===== src/rtl/atl_pkg.sv =====
package atl_pkg;

    localparam int FIFO_DEPTH = 4;
    localparam int FIFO_PTR_W = 2;
    localparam int FIFO_CNT_W = 3;

    localparam logic [7:0] CHAR_NEWLINE   = 8'h0A;
    localparam logic [7:0] CHAR_SPACE     = 8'h20;
    localparam logic [7:0] CHAR_BANG      = 8'h21;
    localparam logic [7:0] CHAR_DOLLAR    = 8'h24;
    localparam logic [7:0] CHAR_AMP       = 8'h26;
    localparam logic [7:0] CHAR_LPAREN    = 8'h28;
    localparam logic [7:0] CHAR_RPAREN    = 8'h29;
    localparam logic [7:0] CHAR_PLUS      = 8'h2B;
    localparam logic [7:0] CHAR_MINUS     = 8'h2D;
    localparam logic [7:0] CHAR_DOT       = 8'h2E;
    localparam logic [7:0] CHAR_SLASH     = 8'h2F;
    localparam logic [7:0] CHAR_SEMICOLON = 8'h3B;
    localparam logic [7:0] CHAR_EQUALS    = 8'h3D;
    localparam logic [7:0] CHAR_AT        = 8'h40;
    localparam logic [7:0] CHAR_UNDERLINE = 8'h5F;
    localparam logic [7:0] CHAR_PIPE      = 8'h7C;

    localparam logic [15:0] LINE_MAX = 16'hFFFF;

    typedef enum logic [3:0] {
        KIND_ID        = 4'd0,
        KIND_AT        = 4'd1,
        KIND_EQUALS    = 4'd2,
        KIND_SEMICOLON = 4'd3,
        KIND_NEWLINE   = 4'd4,
        KIND_LPAREN    = 4'd5,
        KIND_RPAREN    = 4'd6,
        KIND_MINUS     = 4'd7,
        KIND_PLUS      = 4'd8,
        KIND_NOT       = 4'd9,
        KIND_OR        = 4'd10,
        KIND_AND       = 4'd11,
        KIND_EOF       = 4'd12,
        KIND_ERROR     = 4'd13
    } token_kind_t;

    typedef struct packed {
        token_kind_t kind;
        logic [7:0]  text;
        logic [5:0]  position;
        logic        token_end;
        logic        too_long;
        logic [15:0] line;
        logic        final_result;
    } result_t;

    typedef struct packed {
        logic [1:0] count;
        result_t    first;
        result_t    second;
    } result_pair_t;

    function automatic logic id_byte(input logic [7:0] c);
        logic is_lower;
        logic is_upper;
        logic is_digit;
        is_lower = (c >= 8'h61) && (c <= 8'h7A);
        is_upper = (c >= 8'h41) && (c <= 8'h5A);
        is_digit = (c >= 8'h30) && (c <= 8'h39);
        return is_lower || is_upper || is_digit || (c == CHAR_UNDERLINE) ||
               (c == CHAR_DOT) || (c == CHAR_DOLLAR);
    endfunction

    function automatic token_kind_t op_kind(input logic [7:0] c);
        token_kind_t k;
        unique case (c)
            CHAR_AT:        k = KIND_AT;
            CHAR_EQUALS:    k = KIND_EQUALS;
            CHAR_SEMICOLON: k = KIND_SEMICOLON;
            CHAR_NEWLINE:   k = KIND_NEWLINE;
            CHAR_LPAREN:    k = KIND_LPAREN;
            CHAR_RPAREN:    k = KIND_RPAREN;
            CHAR_MINUS:     k = KIND_MINUS;
            CHAR_PLUS:      k = KIND_PLUS;
            CHAR_BANG:      k = KIND_NOT;
            CHAR_PIPE:      k = KIND_OR;
            CHAR_AMP:       k = KIND_AND;
            default:        k = KIND_ERROR;
        endcase
        return k;
    endfunction

endpackage


===== src/rtl/assembly_token_lexer.sv =====
// Latency: when the result queue is empty, an accepted item's first result is offered on the m_ side in the next cycle.
// Throughput: one item per cycle while s_tready is high; an item that yields two results gives two m_ transfers.
// s_tready is high while the four-entry result queue has at least two free entries.
// Reset (aresetn low, synchronous) clears the lexer state, the line count and the queue.
// End of file also returns the lexer state and the line count to their reset values.
module assembly_token_lexer #(
    parameter int MAX_ID_POSITION = 63
) (
    input  logic        aclk,
    input  logic        aresetn,
    input  logic        s_tvalid,
    output logic        s_tready,
    input  logic [7:0]  s_tdata,   // char_code
    input  logic        s_tuser,   // end_of_file
    output logic        m_tvalid,
    input  logic        m_tready,
    output logic [39:0] m_tdata,   // token_kind, text_byte, char_position, line_count, zero pad
    output logic        m_tlast,   // token_end
    output logic [1:0]  m_tuser    // too_long, final_result
);

    logic                  take;
    logic                  room;
    atl_pkg::result_pair_t pair;
    atl_pkg::result_t      out_item;

    assign s_tready = room;
    assign take     = s_tvalid && room;

    atl_lexer_core #(
        .MAX_ID_POSITION(MAX_ID_POSITION)
    ) u_core (
        .aclk       (aclk),
        .aresetn    (aresetn),
        .take       (take),
        .char_code  (s_tdata),
        .end_of_file(s_tuser),
        .pair       (pair)
    );

    atl_result_fifo u_fifo (
        .aclk     (aclk),
        .aresetn  (aresetn),
        .pair     (pair),
        .room     (room),
        .out_valid(m_tvalid),
        .out_ready(m_tready),
        .out_item (out_item)
    );

    assign m_tdata = {6'd0, out_item.line, out_item.position, out_item.text, out_item.kind};
    assign m_tlast = out_item.token_end;
    assign m_tuser = {out_item.final_result, out_item.too_long};

endmodule


===== src/rtl/atl_lexer_core.sv =====
module atl_lexer_core #(
    parameter int MAX_ID_POSITION = 63
) (
    input  logic                  aclk,
    input  logic                  aresetn,
    input  logic                  take,
    input  logic [7:0]            char_code,
    input  logic                  end_of_file,
    output atl_pkg::result_pair_t pair
);

    localparam int POS_W = $clog2(MAX_ID_POSITION + 1);

    logic             in_comment_reg, in_comment_next;
    logic             pending_valid_reg, pending_valid_next;
    logic [7:0]       pending_char_reg, pending_char_next;
    logic [POS_W-1:0] pending_position_reg, pending_position_next;
    logic             pending_overflow_reg, pending_overflow_next;
    logic [15:0]      newline_total_reg, newline_total_next;

    logic             flush_valid;
    logic             flush_end;
    logic             tok_valid;
    atl_pkg::token_kind_t tok_kind;
    logic [7:0]       tok_text;
    atl_pkg::result_t flush_res;
    atl_pkg::result_t tok_res;
    logic [15:0]      total_inc;

    always_ff @(posedge aclk) begin
        if (!aresetn) begin
            in_comment_reg       <= 1'b0;
            pending_valid_reg    <= 1'b0;
            pending_char_reg     <= 8'd0;
            pending_position_reg <= '0;
            pending_overflow_reg <= 1'b0;
            newline_total_reg    <= 16'd0;
        end else if (take) begin
            in_comment_reg       <= in_comment_next;
            pending_valid_reg    <= pending_valid_next;
            pending_char_reg     <= pending_char_next;
            pending_position_reg <= pending_position_next;
            pending_overflow_reg <= pending_overflow_next;
            newline_total_reg    <= newline_total_next;
        end
    end

    assign total_inc = (newline_total_reg != atl_pkg::LINE_MAX) ?
                       newline_total_reg + 16'd1 : newline_total_reg;

    always_comb begin
        in_comment_next       = in_comment_reg;
        pending_valid_next    = pending_valid_reg;
        pending_char_next     = pending_char_reg;
        pending_position_next = pending_position_reg;
        pending_overflow_next = pending_overflow_reg;
        newline_total_next    = newline_total_reg;
        flush_valid           = 1'b0;
        flush_end             = 1'b1;
        tok_valid             = 1'b0;
        tok_kind              = atl_pkg::KIND_EOF;
        tok_text              = 8'd0;

        priority if (end_of_file) begin
            flush_valid           = pending_valid_reg;
            tok_valid             = 1'b1;
            in_comment_next       = 1'b0;
            pending_valid_next    = 1'b0;
            pending_char_next     = 8'd0;
            pending_position_next = '0;
            pending_overflow_next = 1'b0;
            newline_total_next    = 16'd0;
        end else if (in_comment_reg) begin
            if (char_code == atl_pkg::CHAR_NEWLINE) begin
                in_comment_next    = 1'b0;
                newline_total_next = total_inc;
                tok_valid          = 1'b1;
                tok_kind           = atl_pkg::KIND_NEWLINE;
                tok_text           = char_code;
            end
        end else if (atl_pkg::id_byte(char_code)) begin
            if (pending_valid_reg) begin
                flush_valid = 1'b1;
                flush_end   = 1'b0;
                if (pending_position_reg >= POS_W'(MAX_ID_POSITION)) begin
                    pending_position_next = POS_W'(MAX_ID_POSITION);
                    pending_overflow_next = 1'b1;
                end else begin
                    pending_position_next = pending_position_reg + 1'b1;
                end
            end else begin
                pending_position_next = '0;
                pending_overflow_next = 1'b0;
            end
            pending_valid_next = 1'b1;
            pending_char_next  = char_code;
        end else begin
            flush_valid           = pending_valid_reg;
            pending_valid_next    = 1'b0;
            pending_char_next     = 8'd0;
            pending_position_next = '0;
            pending_overflow_next = 1'b0;
            if (char_code == atl_pkg::CHAR_SLASH) begin
                in_comment_next = 1'b1;
            end else if (char_code != atl_pkg::CHAR_SPACE) begin
                tok_valid = 1'b1;
                tok_kind  = atl_pkg::op_kind(char_code);
                tok_text  = char_code;
                if (tok_kind == atl_pkg::KIND_NEWLINE) begin
                    newline_total_next = total_inc;
                end
            end
        end
    end

    always_comb begin
        flush_res.kind         = atl_pkg::KIND_ID;
        flush_res.text         = pending_char_reg;
        flush_res.position     = 6'(pending_position_reg);
        flush_res.token_end    = flush_end;
        flush_res.too_long     = pending_overflow_reg;
        flush_res.line         = newline_total_reg;
        flush_res.final_result = !tok_valid;

        tok_res.kind           = tok_kind;
        tok_res.text           = tok_text;
        tok_res.position       = 6'd0;
        tok_res.token_end      = 1'b1;
        tok_res.too_long       = 1'b0;
        tok_res.line           = end_of_file ? newline_total_reg : newline_total_next;
        tok_res.final_result   = 1'b1;

        pair.count  = take ? ({1'b0, flush_valid} + {1'b0, tok_valid}) : 2'd0;
        pair.first  = flush_valid ? flush_res : tok_res;
        pair.second = tok_res;
    end

    a_eof_clears: assert property (@(posedge aclk) disable iff (!aresetn)
        (take && end_of_file) |=> (!pending_valid_reg && !in_comment_reg &&
                                   newline_total_reg == 16'd0))
        else $error("end of file did not clear the lexer state");

    a_pair_order: assert property (@(posedge aclk) disable iff (!aresetn)
        (pair.count == 2'd2) |-> (pair.first.kind == atl_pkg::KIND_ID &&
                                  !pair.first.final_result))
        else $error("two results without a leading identifier flush");

    a_lines_grow: assert property (@(posedge aclk) disable iff (!aresetn)
        (take && !end_of_file) |=> (newline_total_reg >= $past(newline_total_reg)))
        else $error("line count went backward without end of file");

endmodule


===== src/rtl/atl_result_fifo.sv =====
module atl_result_fifo (
    input  logic                  aclk,
    input  logic                  aresetn,
    input  atl_pkg::result_pair_t pair,
    output logic                  room,
    output logic                  out_valid,
    input  logic                  out_ready,
    output atl_pkg::result_t      out_item
);

    atl_pkg::result_t entry_reg [atl_pkg::FIFO_DEPTH];

    logic [atl_pkg::FIFO_PTR_W-1:0] wr_ptr_reg, wr_ptr_next;
    logic [atl_pkg::FIFO_PTR_W-1:0] rd_ptr_reg, rd_ptr_next;
    logic [atl_pkg::FIFO_CNT_W-1:0] count_reg, count_next;
    logic                           rd;

    assign rd        = out_valid && out_ready;
    assign out_valid = (count_reg != '0);
    assign out_item  = entry_reg[rd_ptr_reg];
    assign room      = (count_reg <= atl_pkg::FIFO_CNT_W'(atl_pkg::FIFO_DEPTH - 2));

    always_comb begin
        wr_ptr_next = wr_ptr_reg + atl_pkg::FIFO_PTR_W'(pair.count);
        rd_ptr_next = rd ? rd_ptr_reg + 1'b1 : rd_ptr_reg;
        count_next  = count_reg + atl_pkg::FIFO_CNT_W'(pair.count) -
                      atl_pkg::FIFO_CNT_W'(rd);
    end

    always_ff @(posedge aclk) begin
        if (!aresetn) begin
            wr_ptr_reg <= '0;
            rd_ptr_reg <= '0;
            count_reg  <= '0;
        end else begin
            wr_ptr_reg <= wr_ptr_next;
            rd_ptr_reg <= rd_ptr_next;
            count_reg  <= count_next;
        end
    end

    always_ff @(posedge aclk) begin
        if (pair.count != 2'd0) begin
            entry_reg[wr_ptr_reg] <= pair.first;
        end
        if (pair.count == 2'd2) begin
            entry_reg[wr_ptr_reg + 1'b1] <= pair.second;
        end
    end

    a_count_bound: assert property (@(posedge aclk) disable iff (!aresetn)
        count_reg <= atl_pkg::FIFO_CNT_W'(atl_pkg::FIFO_DEPTH))
        else $error("result queue count beyond depth");

    a_no_overrun: assert property (@(posedge aclk) disable iff (!aresetn)
        ({1'b0, count_reg} + {2'b00, pair.count}) <= (atl_pkg::FIFO_CNT_W + 1)'(atl_pkg::FIFO_DEPTH))
        else $error("result queue written without room");

    a_double_write: assert property (@(posedge aclk) disable iff (!aresetn)
        (pair.count == 2'd2 && !rd) |=> (count_reg == $past(count_reg) + 3'd2))
        else $error("double write not counted");

endmodule

===== config.mk =====
export PLATFORM = sky130hd
export DESIGN_NAME = assembly_token_lexer
export DESIGN_NICKNAME = d
export VERILOG_FILES = /design/src/rtl/atl_pkg.sv /design/src/rtl/assembly_token_lexer.sv /design/src/rtl/atl_lexer_core.sv /design/src/rtl/atl_result_fifo.sv
export SDC_FILE = /design/constraint.sdc
export NUM_CORES = 1
export LEC_CHECK = 0
export BUFFER_PORTS_ARGS = -buffer_cell sky130_fd_sc_hd__buf_2
export CAP_MARGIN = 40
export CORE_UTILIZATION = 50
export CTS_CLUSTER_DIAMETER = 150
export DETAILED_ROUTE_END_ITERATION = 12
export PLACE_DENSITY = 0.77
export SETUP_SLACK_MARGIN = 0.15
export SLEW_MARGIN = 30
export SYNTH_ARGS = -nofsm -noshare
export SYNTH_HDL_FRONTEND = slang
export SYNTH_HIERARCHICAL = 1
export SYNTH_SLANG_ARGS = --single-unit

===== constraint.sdc =====
create_clock -name aclk -period 6.6 [get_ports aclk]
set_input_delay 0.66 -clock aclk [delete_from_list [all_inputs] [get_ports aclk]]
set_output_delay 0.66 -clock aclk [all_outputs]
set_load 0.05 [all_outputs]

# Word level (Yosys, flattened, before mapping)
# Memories as Yosys holds them, arrays and structs flattened. A register that Yosys moved wholly into a read port is not among the register bits.
# Cells that the tools add are included.
[op_classes]
addsub = 8
order_cmp = 8
n_eq_ne = 21
n_mux = 70
reduce_logical = 15
[op_table]
columns = ["op", "n"]
rows = [
  ["$mux W16", 9],
  ["$eq A8 B6 Y1 const B", 11],
  ["$mux W8", 9],
  ["$mux W4", 11],
  ["$pmux W4 S11", 1],
  ["$mux W37", 1],
  ["$mux W1", 31],
  ["$mux W6", 5],
  ["$eq A8 B7 Y1 const B", 3],
  ["$add A16 B1 Y16 const B", 1],
  ["$ge A8 B7 Y1 const B", 2],
  ["$le A8 B7 Y1 const B", 2],
  ["$ne A16 B16 Y1 const B", 1],
  ["$eq A8 B4 Y1 const B", 1],
  ["$ge A8 B6 Y1 const B", 1],
  ["$le A8 B6 Y1 const B", 1],
  ["$ne A8 B6 Y1 const B", 1],
  ["$add A6 B1 Y6 const B", 1],
  ["$ge A6 B6 Y1 const B", 1],
  ["$mux W2", 3],
  ["$logic_and A1 B1 Y1", 5],
  ["$logic_or A1 B1 Y1", 5],
  ["$add A2 B1 Y2 const B", 2],
  ["$eq A4 B3 Y1 const B", 1],
  ["13 further kinds", 13],
]
[word_totals]
reg_bits = 40
mem_bits_rw = 148
inputBits = 13
out_inout_bits = 45
wordCells = 132
mem_count = 1
[mem_list]
columns = ["memory", "depth", "width", "read_ports", "rd_ports_with_merged_regs", "wr", "line_no", "source"]
rows = [
  ["u_fifo.entry_reg", 4, 37, 1, 1, 2, "atl_result_fifo.sv:11", "atl_pkg::result_t entry_reg [atl_pkg::FIFO_DEPTH];"],
]

# Logic depth before layout (Yosys ltp)
# Gate-level depths: netlist of the first run.
[logic_depth]
word_depth = 19
ltp_mapped = 15
depth_no_buf = 14

# Hierarchy
# The synthesis of the first run kept the hierarchy.
[by_module_without_submodules]
columns = ["mod", "n_inst", "cells_per_inst", "area_per_inst_um2", "seq_area_each_um2"]
rows = [
  ["atl_result_fifo", 1, 409, 7823.8, 4624.4],
  ["atl_lexer_core", 1, 434, 3054.2, 660.6],
  ["assembly_token_lexer", 1, 8, 55.1, 0.0],
]

# Worst setup path after synthesis of the first run
# No wires, ideal clock.
[synth_timing]
path_type = "input -> register"
from = "input s_tdata[4]"
to = "memory u_fifo/entry_reg[2][0] (netlist bit), enable pin"
setup_ps = 444
arrival_time_ps = 5242
required_ps = 6156
setup_slack_ps = 915
stages = 11
path_buffers = 1
cell_sequence = "buf_6 or4b_4 or4_4 nand3_1 nor2_1 nor3b_1 a211o_1 ha_1 and2_1 or3b_2 a21oi_1"
[synth_lines]
columns = ["item", "line_no", "source"]
rows = [
  ["start: declaration", "assembly_token_lexer.sv:13", "input logic [7:0] s_tdata,"],
  ["end: declaration", "atl_result_fifo.sv:11", ""],
]

==> results_tabular.tex, run 1 <==
\begin{tabular}{lr}
\hline
Metric & Value \\
\hline
\multicolumn{2}{l}{\textbf{Drt}} \\
\quad Routed wirelength normalized by instance count & 20.6 um \\
\quad Met3 layer wire length in the routed design & 1520 um \\
\quad WL met1 & 10,900 um \\
\quad Highest routing layer actually used & met4 \\
\quad Count of unresolved DRC violations after routing & 0 \\
\quad Initial DRT Pass Iterations & 5 \\
\quad Overall via count from detail\_route & 7,123 \\
\quad Metal2 WL & 11,300 um \\
\quad Detail-routed via count per cell & about 6.1 \\
\quad Remaining number of nets flagged by the antenna check after routing & 0 \\
\quad Number of design-rule violations left by the first detailed-router iteration & 632 \\
\quad Routed Wire Length & 24,000 um \\
\multicolumn{2}{l}{\textbf{Power and ir drop}} \\
\quad Net switching power figure & 1.26 mW \\
\quad Areal power density over the cells & 297 nW/um2 \\
\quad Internal Dissipation & 2.27 mW \\
\quad Reg power frac & 0.423 \\
\quad Max IR drop VDD & roughly 0.00026 V \\
\quad Fraction of power consumed by combinational cells & 0.294 \\
\quad Leak Pwr & 4.26 nW \\
\quad Switching Fraction & 0.356 \\
\quad Clock network fraction of total power & 0.283 \\
\multicolumn{2}{l}{\textbf{Final layout}} \\
\quad Final cell count without fillers & 1,161 \\
\quad P\&R area growth vs syn & 8.51\% \\
\quad Final nets & 894 \\
\quad Design Area, Final & 11,900 um2 \\
\quad Count of filler cells inserted in the layout & 1,761 \\
\quad Flip-flop count of the largest register, all copies and words added & about 150 \\
\quad Ratio of cells with drive above 1 in the final layout & 0.345 \\
\quad Most common cell after layout, fill and taps aside & edfxtp\_1 \\
\quad Most frequent cells in the layout & edfxtp\_1 (148), mux2\_2 (123), buf\_2 (51) \\
\quad Number of antenna diodes & 0 \\
\multicolumn{2}{l}{\textbf{Clock network}} \\
\quad Clock tree from TritonCTS & yes \\
\quad Number of setup buffers added after CTS & 0 \\
\quad Deepest clock path buffer count & 2 \\
\quad Root buffer selected by CTS & clkbuf\_16 \\
\quad Htree depth & 4 \\
\quad Number of buffers added by the clock tree synthesis step & 17 \\
\quad Quantity of hold-fixing buffers added after cts & 0 \\
\quad Clock insertion delay at the later pin of the skew report & 0.44 ns \\
\quad Register clock-pin slew on the reported worst setup and hold paths & 0.07 ns \\
\quad Clk sink count & 190 \\
\quad Resized Gates After CTS & 0 \\
\multicolumn{2}{l}{\textbf{Timing}} \\
\quad Final worst slack & between 1.5 and 2 ns \\
\quad Summed negative setup slack over all endpoints & 0 ns \\
\quad Slew @ Worst Pin & 0.853 ns \\
\quad Max-slew headroom & 0.431 \\
\quad Clock period minus final worst setup slack & 4.64 ns \\
\quad Number of setup violations in the final report & 0 \\
\quad Period Utilization, post-route & 0.703 \\
\quad Unrepaired setup endpoints after global routing & no \\
\quad Maximum clock frequency & 216 MHz \\
\quad Post-Route Hold Slack & 0.481 ns \\
\quad Clock tree skew after final layout & 0.0147 ns \\
\quad Slew Viols, Final & 0 \\
\quad Final hold vios & 0 \\
\multicolumn{2}{l}{\textbf{Worst setup path}} \\
\quad Kind of start point of the critical path & input port \\
\quad Top fanout value on the critical path & 25 \\
\quad WS Path Type & in -> reg \\
\quad Worst Reg-to-Reg Cells & 8 \\
\quad Critical Path End Type & flop \\
\quad Crit-path cells & buf\_2 -> or4b\_4 -> or4\_4 -> nand3\_1 -> nor2\_1 -> nor3b\_1 -> a211o\_1 -> ha\_1 -> and2\_1 -> and4bb\_2 -> buf\_4 -> mux2\_2 \\
\quad Endpoint arrival time on the critical path & 4.83 ns \\
\quad Library cell contributing the largest single delay on the critical path & and4bb\_2 \\
\quad Worst stage delay on the critical path & 0.92 ns \\
\quad Data required time at the worst endpoint & around 7 ns \\
\multicolumn{2}{l}{\textbf{Die}} \\
\quad X dimension of the die & 150 um \\
\quad Number of cell rows & 53 \\
\quad Total core area & 21,200 um2 \\
\quad \# IOs & 58 \\
\quad Height of the die & 150 um \\
\quad Initial core utilization & 0.515 \\
\quad Full die area & between 20,000 and 25,000 um2 \\
\multicolumn{2}{l}{\textbf{GRT}} \\
\quad Maximum number of pins on one net before global-route repair & 38 \\
\quad Global-route wire length before repair & 37,700 um \\
\quad Initial antenna violation count & 0 \\
\quad Number of global-route vias before repair & 6,883 \\
\quad Total track usage & 0.221 \\
\quad Overall overflow remaining after global route & 0 \\
\multicolumn{2}{l}{\textbf{Synthesis}} \\
\quad Most common flop cell mapped by yosys & edfxtp\_1 \\
\quad Post-synth EDFFs & approximately 150 \\
\quad Cells after synthesis & $\sim$850 \\
\quad Synth warn & 6 \\
\quad Average size of a mapped cell & about 13 um2 \\
\quad Count of state elements after synthesis & 190 \\
\quad Sequential-to-total area share from yosys stat & 0.483 \\
\quad Async SR Flop Fraction & 0 \\
\quad Post-synthesis instance area & between 10,000 and 15,000 um2 \\
\quad Number of distinct library cells after synthesis & 73 \\
\multicolumn{2}{l}{\textbf{Place}} \\
\quad Detailed placement HPWL & approximately 16,000 um \\
\quad Routability congestion estimate from global placement & roughly 0.95 \\
\quad Number of port buffers & 51 \\
\quad Placed instance count & about 1,100 \\
\quad Placed Area & 11,200 um2 \\
\quad Post-Place Setup Slack & 1.54 ns \\
\multicolumn{2}{l}{\textbf{Hold path}} \\
\quad Hold-critical path depth & 2 \\
\quad Class of the tightest hold or removal check & reg -> reg \\
\multicolumn{2}{l}{\textbf{Run status}} \\
\quad Result of the run & complete, no violations \\
\multicolumn{2}{l}{\textbf{Run}} \\
\quad Max-cap check violation count & 0 \\
\hline
\end{tabular}
## power groups by stage
stage	Sequential (mW)	Clock, mW	Combinational [mW]
floorplan	1.49	0	0.829
global placement	1.51	0	1.02
detailed placement	1.52	0	1.03
CTS	1.49	1.02	1.03
global route	1.50	1.05	1.10
finish	1.49	0.997	1.03
## area by class of cell
type                       instances  area [um2]  share of cell area
timing repair buffer              65         397              0.0334
clock buffer                      17         425              0.0359
sequential                       190        5290               0.446
tap                              275         344              0.0290
clock inverter                    15         148              0.0124
inverter                          13        48.8             0.00411
multi-input combinational        586        5210               0.439
## worst paths after layout
kind | start | endpoint | slack, ns
hold reg to reg | u_fifo/rd_ptr_reg[1] | flop | 0.48
hold / removal | u_fifo/rd_ptr_reg[1] | flop | 0.48
setup reg to reg | u_core/in_comment_reg | u_fifo/entry_reg[2][28] | 2.66
setup / recovery | s_tdata[4] | u_fifo/entry_reg[2][28] | 1.96
## logic make-up (layout without fill, tap and decap cells)
kind of cell | count (synthesis) | count (layout) | share of synthesized area
other | 3 | 15 | 0.00103
flip-flops | 190 | 190 | 0.483
AO/OA/AOI/OAI | 108 | 108 | 0.0671
multiplexers | 197 | 197 | 0.251
adder cells (fa/ha/maj) | 8 | 8 | 0.00984
XOR/XNOR | 21 | 21 | 0.0193
buffers and inverters | 87 | 110 | 0.0483
AND/OR/NAND/NOR | 237 | 237 | 0.121
## synthesized netlist by cell type (6+ instances only)
cell type / number / area, um2
a31oi_1: 7 / 43.8
mux2_2: 123 / 1390
nor4_1: 6 / 37.5
nand2_1: 37 / 139
inv_1: 13 / 48.8
or3_1: 9 / 56.3
ha_1: 7 / 87.6
dfxtp_1: 42 / 841
clkbuf_1: 33 / 124
a21oi_1: 30 / 150
edfxtp_1: 148 / 4440
nor3_1: 18 / 90.1
buf_4: 21 / 158
a22o_1: 8 / 70.1
nand3_1: 18 / 90.1
mux2i_1: 7 / 70.1
nor2b_1: 11 / 68.8
buf_6: 9 / 101
nand2b_1: 13 / 81.3
xor2_1: 15 / 131
mux2_4: 30 / 450
and2_1: 9 / 56.3
mux4_2: 37 / 833
and3_1: 25 / 156
nor2_1: 49 / 184
nand4_1: 10 / 62.6
o21ai_0: 14 / 70.1
## critical path: cells and delay by family
kind                     cells  cell delay (ns)
AND/OR/NAND/NOR              7             2.69
buffers and inverters        2             0.56
multiplexers                 1             0.36
AO/OA/AOI/OAI                1             0.28
adder cells (fa/ha/maj)      1             0.26
## metal layers
metal | global-route usage | vias up
met1 | 0.311 | 3550
li1 | - | 3293
met4 | 0.0586 | 0
met3 | 0.0399 | 27
met5 | 0 | -
met2 | 0.351 | 253
## per-stage QoR
stage          power (mW)  utilization
5_1_grt              3.65        0.559
3_3_place_gp         2.54        0.530
4_1_cts              3.54        0.557
3_5_place_dp         2.55        0.530
2_1_floorplan        2.32            -
6_report             3.52        0.559
Note: power is estimated with default switching activity, not from simulation.
==> run 2: changes to the inputs <==
PLACE_DENSITY = 0.8   (was 0.77)
clock period = 3.9 ns   (was 6.6 ns; I/O delays follow)
==> run 2 against run 1 <==
Effect of this change: global-route usage grew 1.5 points; critical endpoint is now u_fifo/entry_reg[1][36]; critical path type unchanged; combinational power grew 72%; sequential power grew 72%.
==> results_tabular.tex, run 2 (synthesis gave the netlist of run 1 again) <==
\begin{tabular}{lr}
\hline
Metric & Value \\
\hline
\multicolumn{2}{l}{\textbf{Power and ir drop}} \\
\quad Leak Pwr & 4.45 nW (+4.6\%) \\
\quad Areal power density over the cells & 509 nW/um2 (+71\%) \\
\quad Max IR drop VDD & 0.000380 V (+46\%) \\
\multicolumn{2}{l}{\textbf{Die}} \\
\quad Height of the die & 150 um (unchanged) \\
\quad Initial core utilization & 0.515 (unchanged) \\
\quad Total core area & 21,200 um2 (unchanged) \\
\quad \# IOs & 58 (unchanged) \\
\quad Full die area & 22,500 um2 (unchanged) \\
\quad Number of cell rows & 53 (unchanged) \\
\quad X dimension of the die & 150 um (unchanged) \\
\multicolumn{2}{l}{\textbf{Clock network}} \\
\quad Resized Gates After CTS & 0 (unchanged) \\
\quad Deepest clock path buffer count & 2 (unchanged) \\
\quad Root buffer selected by CTS & clkbuf\_16 \\
\quad Register clock-pin slew on the reported worst setup and hold paths & 0.07 ns (about the same) \\
\quad Number of setup buffers added after CTS & 0 (unchanged) \\
\quad Clk sink count & 190 (unchanged) \\
\quad Number of buffers added by the clock tree synthesis step & 17 (unchanged) \\
\quad Clock insertion delay at the later pin of the skew report & 0.44 ns (about the same) \\
\quad Clock tree from TritonCTS & yes \\
\quad Quantity of hold-fixing buffers added after cts & 0 (unchanged) \\
\quad Htree depth & 4 (unchanged) \\
\multicolumn{2}{l}{\textbf{Place}} \\
\quad Number of port buffers & 51 (unchanged) \\
\quad Routability congestion estimate from global placement & 0.890 (-6.0\%) \\
\quad Detailed placement HPWL & 16,500 um (+5.6\%) \\
\quad Placed instance count & 1,152 (+2.2\%) \\
\multicolumn{2}{l}{\textbf{Final layout}} \\
\quad Most common cell after layout, fill and taps aside & edfxtp\_1 \\
\quad Count of filler cells inserted in the layout & 1,704 (-3.2\%) \\
\quad Ratio of cells with drive above 1 in the final layout & 0.365 (+0.0195) \\
\quad P\&R area growth vs syn & 11.8\% \\
\quad Most frequent cells in the layout & edfxtp\_1 (148), mux2\_2 (123), buf\_2 (51) \\
\quad Flip-flop count of the largest register, all copies and words added & 148 (unchanged) \\
\quad Final nets & 918 (+2.7\%) \\
\quad Final cell count without fillers & 1,186 (+2.2\%) \\
\quad Final cell utilization of the core & 0.576 (+0.0172) \\
\multicolumn{2}{l}{\textbf{Drt}} \\
\quad Detail-routed via count per cell & 6.22 (+1.4\%) \\
\quad Remaining number of nets flagged by the antenna check after routing & 0 (unchanged) \\
\quad Routed Wire Length & 25,200 um (+5.0\%) \\
\quad Overall via count from detail\_route & 7,378 (+3.6\%) \\
\quad Initial DRT Pass Iterations & 5 (unchanged) \\
\quad Routed wirelength normalized by instance count & 21.2 um (+2.8\%) \\
\quad Count of unresolved DRC violations after routing & 0 (unchanged) \\
\quad Number of design-rule violations left by the first detailed-router iteration & 680 (+7.6\%) \\
\multicolumn{2}{l}{\textbf{Worst setup path}} \\
\quad Critical Path End Type & flop \\
\quad WS Path Type & in -> reg \\
\quad Worst Reg-to-Reg Cells & 8 (unchanged) \\
\quad Endpoint arrival time on the critical path & 3.58 ns (-1.25 ns) \\
\quad Kind of start point of the critical path & input port \\
\quad Data required time at the worst endpoint & 4.07 ns (-2.73 ns) \\
\quad Top fanout value on the critical path & 28 (+12\%) \\
\multicolumn{2}{l}{\textbf{Hold path}} \\
\quad Hold-critical path depth & 2 (unchanged) \\
\quad Class of the tightest hold or removal check & in -> reg \\
\multicolumn{2}{l}{\textbf{Timing}} \\
\quad Number of setup violations in the final report & 0 (unchanged) \\
\quad Clock tree skew after final layout & 0.0130 ns (-0.00171 ns) \\
\quad Maximum clock frequency & 293 MHz \\
\quad Slew Viols, Final & 0 (unchanged) \\
\quad Clock period minus final worst setup slack & 3.41 ns \\
\quad Slew @ Worst Pin & 0.764 ns (-0.0896 ns) \\
\quad Period Utilization, post-route & 0.874 \\
\quad Unrepaired setup endpoints after global routing & no \\
\quad Final hold vios & 0 (unchanged) \\
\quad Max-slew headroom & 0.486 (+0.0550) \\
\multicolumn{2}{l}{\textbf{GRT}} \\
\quad Number of global-route vias before repair & 7,422 (+7.8\%) \\
\quad Initial antenna violation count & 1 (+1) \\
\quad Total track usage & 0.235 (+0.0145) \\
\quad Overall overflow remaining after global route & 0 (unchanged) \\
\quad Maximum number of pins on one net before global-route repair & 38 (unchanged) \\
\quad Global-route wire length before repair & 40,200 um (+6.6\%) \\
\multicolumn{2}{l}{\textbf{Run status}} \\
\quad Result of the run & complete, no violations \\
\multicolumn{2}{l}{\textbf{Run}} \\
\quad Max-cap check violation count & 0 (unchanged) \\
\hline
\end{tabular}
==> run 2: changes by cell type in the layout (fill, tap and decap cells not counted), sizes merged <==
cell / previous run / this run
clkbuf: 17 / 18
inv: 22 / 20
bufinv: 0 / 4
clkinvlp: 3 / 0
buf: 65 / 88
diode: 0 / 1
dlymetal6s2s: 0 / 1
==> run 2: layer usage <==
layer / part of all wire / global-route usage
met3: 0.084 / 0.0497
met1: 0.42 / 0.319
met5: 0 / 0
met2: 0.48 / 0.378
met4: 0.018 / 0.0727
==> run 2: cell type report <==
cell class / instances / area [um2] / share of cell area
multi-input combinational: 586 / 5230 / 0.428
antenna: 1 / 2.50 / 0.000205
clock inverter: 14 / 201 / 0.0165
inverter: 13 / 48.8 / 0.00399
tap: 275 / 344 / 0.0281
clock buffer: 18 / 429 / 0.0351
sequential: 190 / 5290 / 0.433
timing repair buffer: 89 / 683 / 0.0559
==> run 2: worst paths after layout <==
path	startpoint	slack, ns	endpoint
hold reg to reg	u_fifo/rd_ptr_reg[1]	0.49	flop
hold / removal	s_tdata[3]	0.35	u_core/pending_char_reg[3]
setup / recovery	s_tdata[6]	0.49	u_fifo/entry_reg[1][36]
setup reg to reg	u_core/newline_total_reg[0]	1.03	u_fifo/entry_reg[0][13]
==> run 2: critical path, cell delays in order <==
cell,delay [ns]
buf_2,0.10
or4b_4,0.56
or4_4,0.55
nand3_2,0.11
nor2_4,0.04
nor3b_1,0.14
a211o_1,0.23
ha_1,0.27
and2_4,0.19
nor4b_4,0.36
buf_12,0.25
mux2_2,0.36
==> run 2: through the flow <==
step / hold slack [ns] / total power [mW] / setup TNS (ns) / cell area (um2) / setup WS, ns
after floorplan: 0.447 / 3.93 / -2.01 / 11000 / -0.0543
after global placement: 0.453 / 4.37 / 0 / 11600 / 0.114
after detailed placement: 0.465 / 4.39 / 0 / 11600 / 0.0924
after CTS: 0.324 / 6.26 / 0 / 12200 / 0.512
after global routing: 0.325 / 6.45 / 0 / 12200 / 0.370
final: 0.345 / 6.22 / 0 / 12200 / 0.493
==> run 2: report_power, final <==
group / total, mW / internal [mW] / leakage (nW) / switching (mW)
clock network: 1.89 / 1.09 / 0.314 / 0.796
logic: 1.77 / 0.606 / 2.43 / 1.16
registers: 2.56 / 2.42 / 1.71 / 0.146
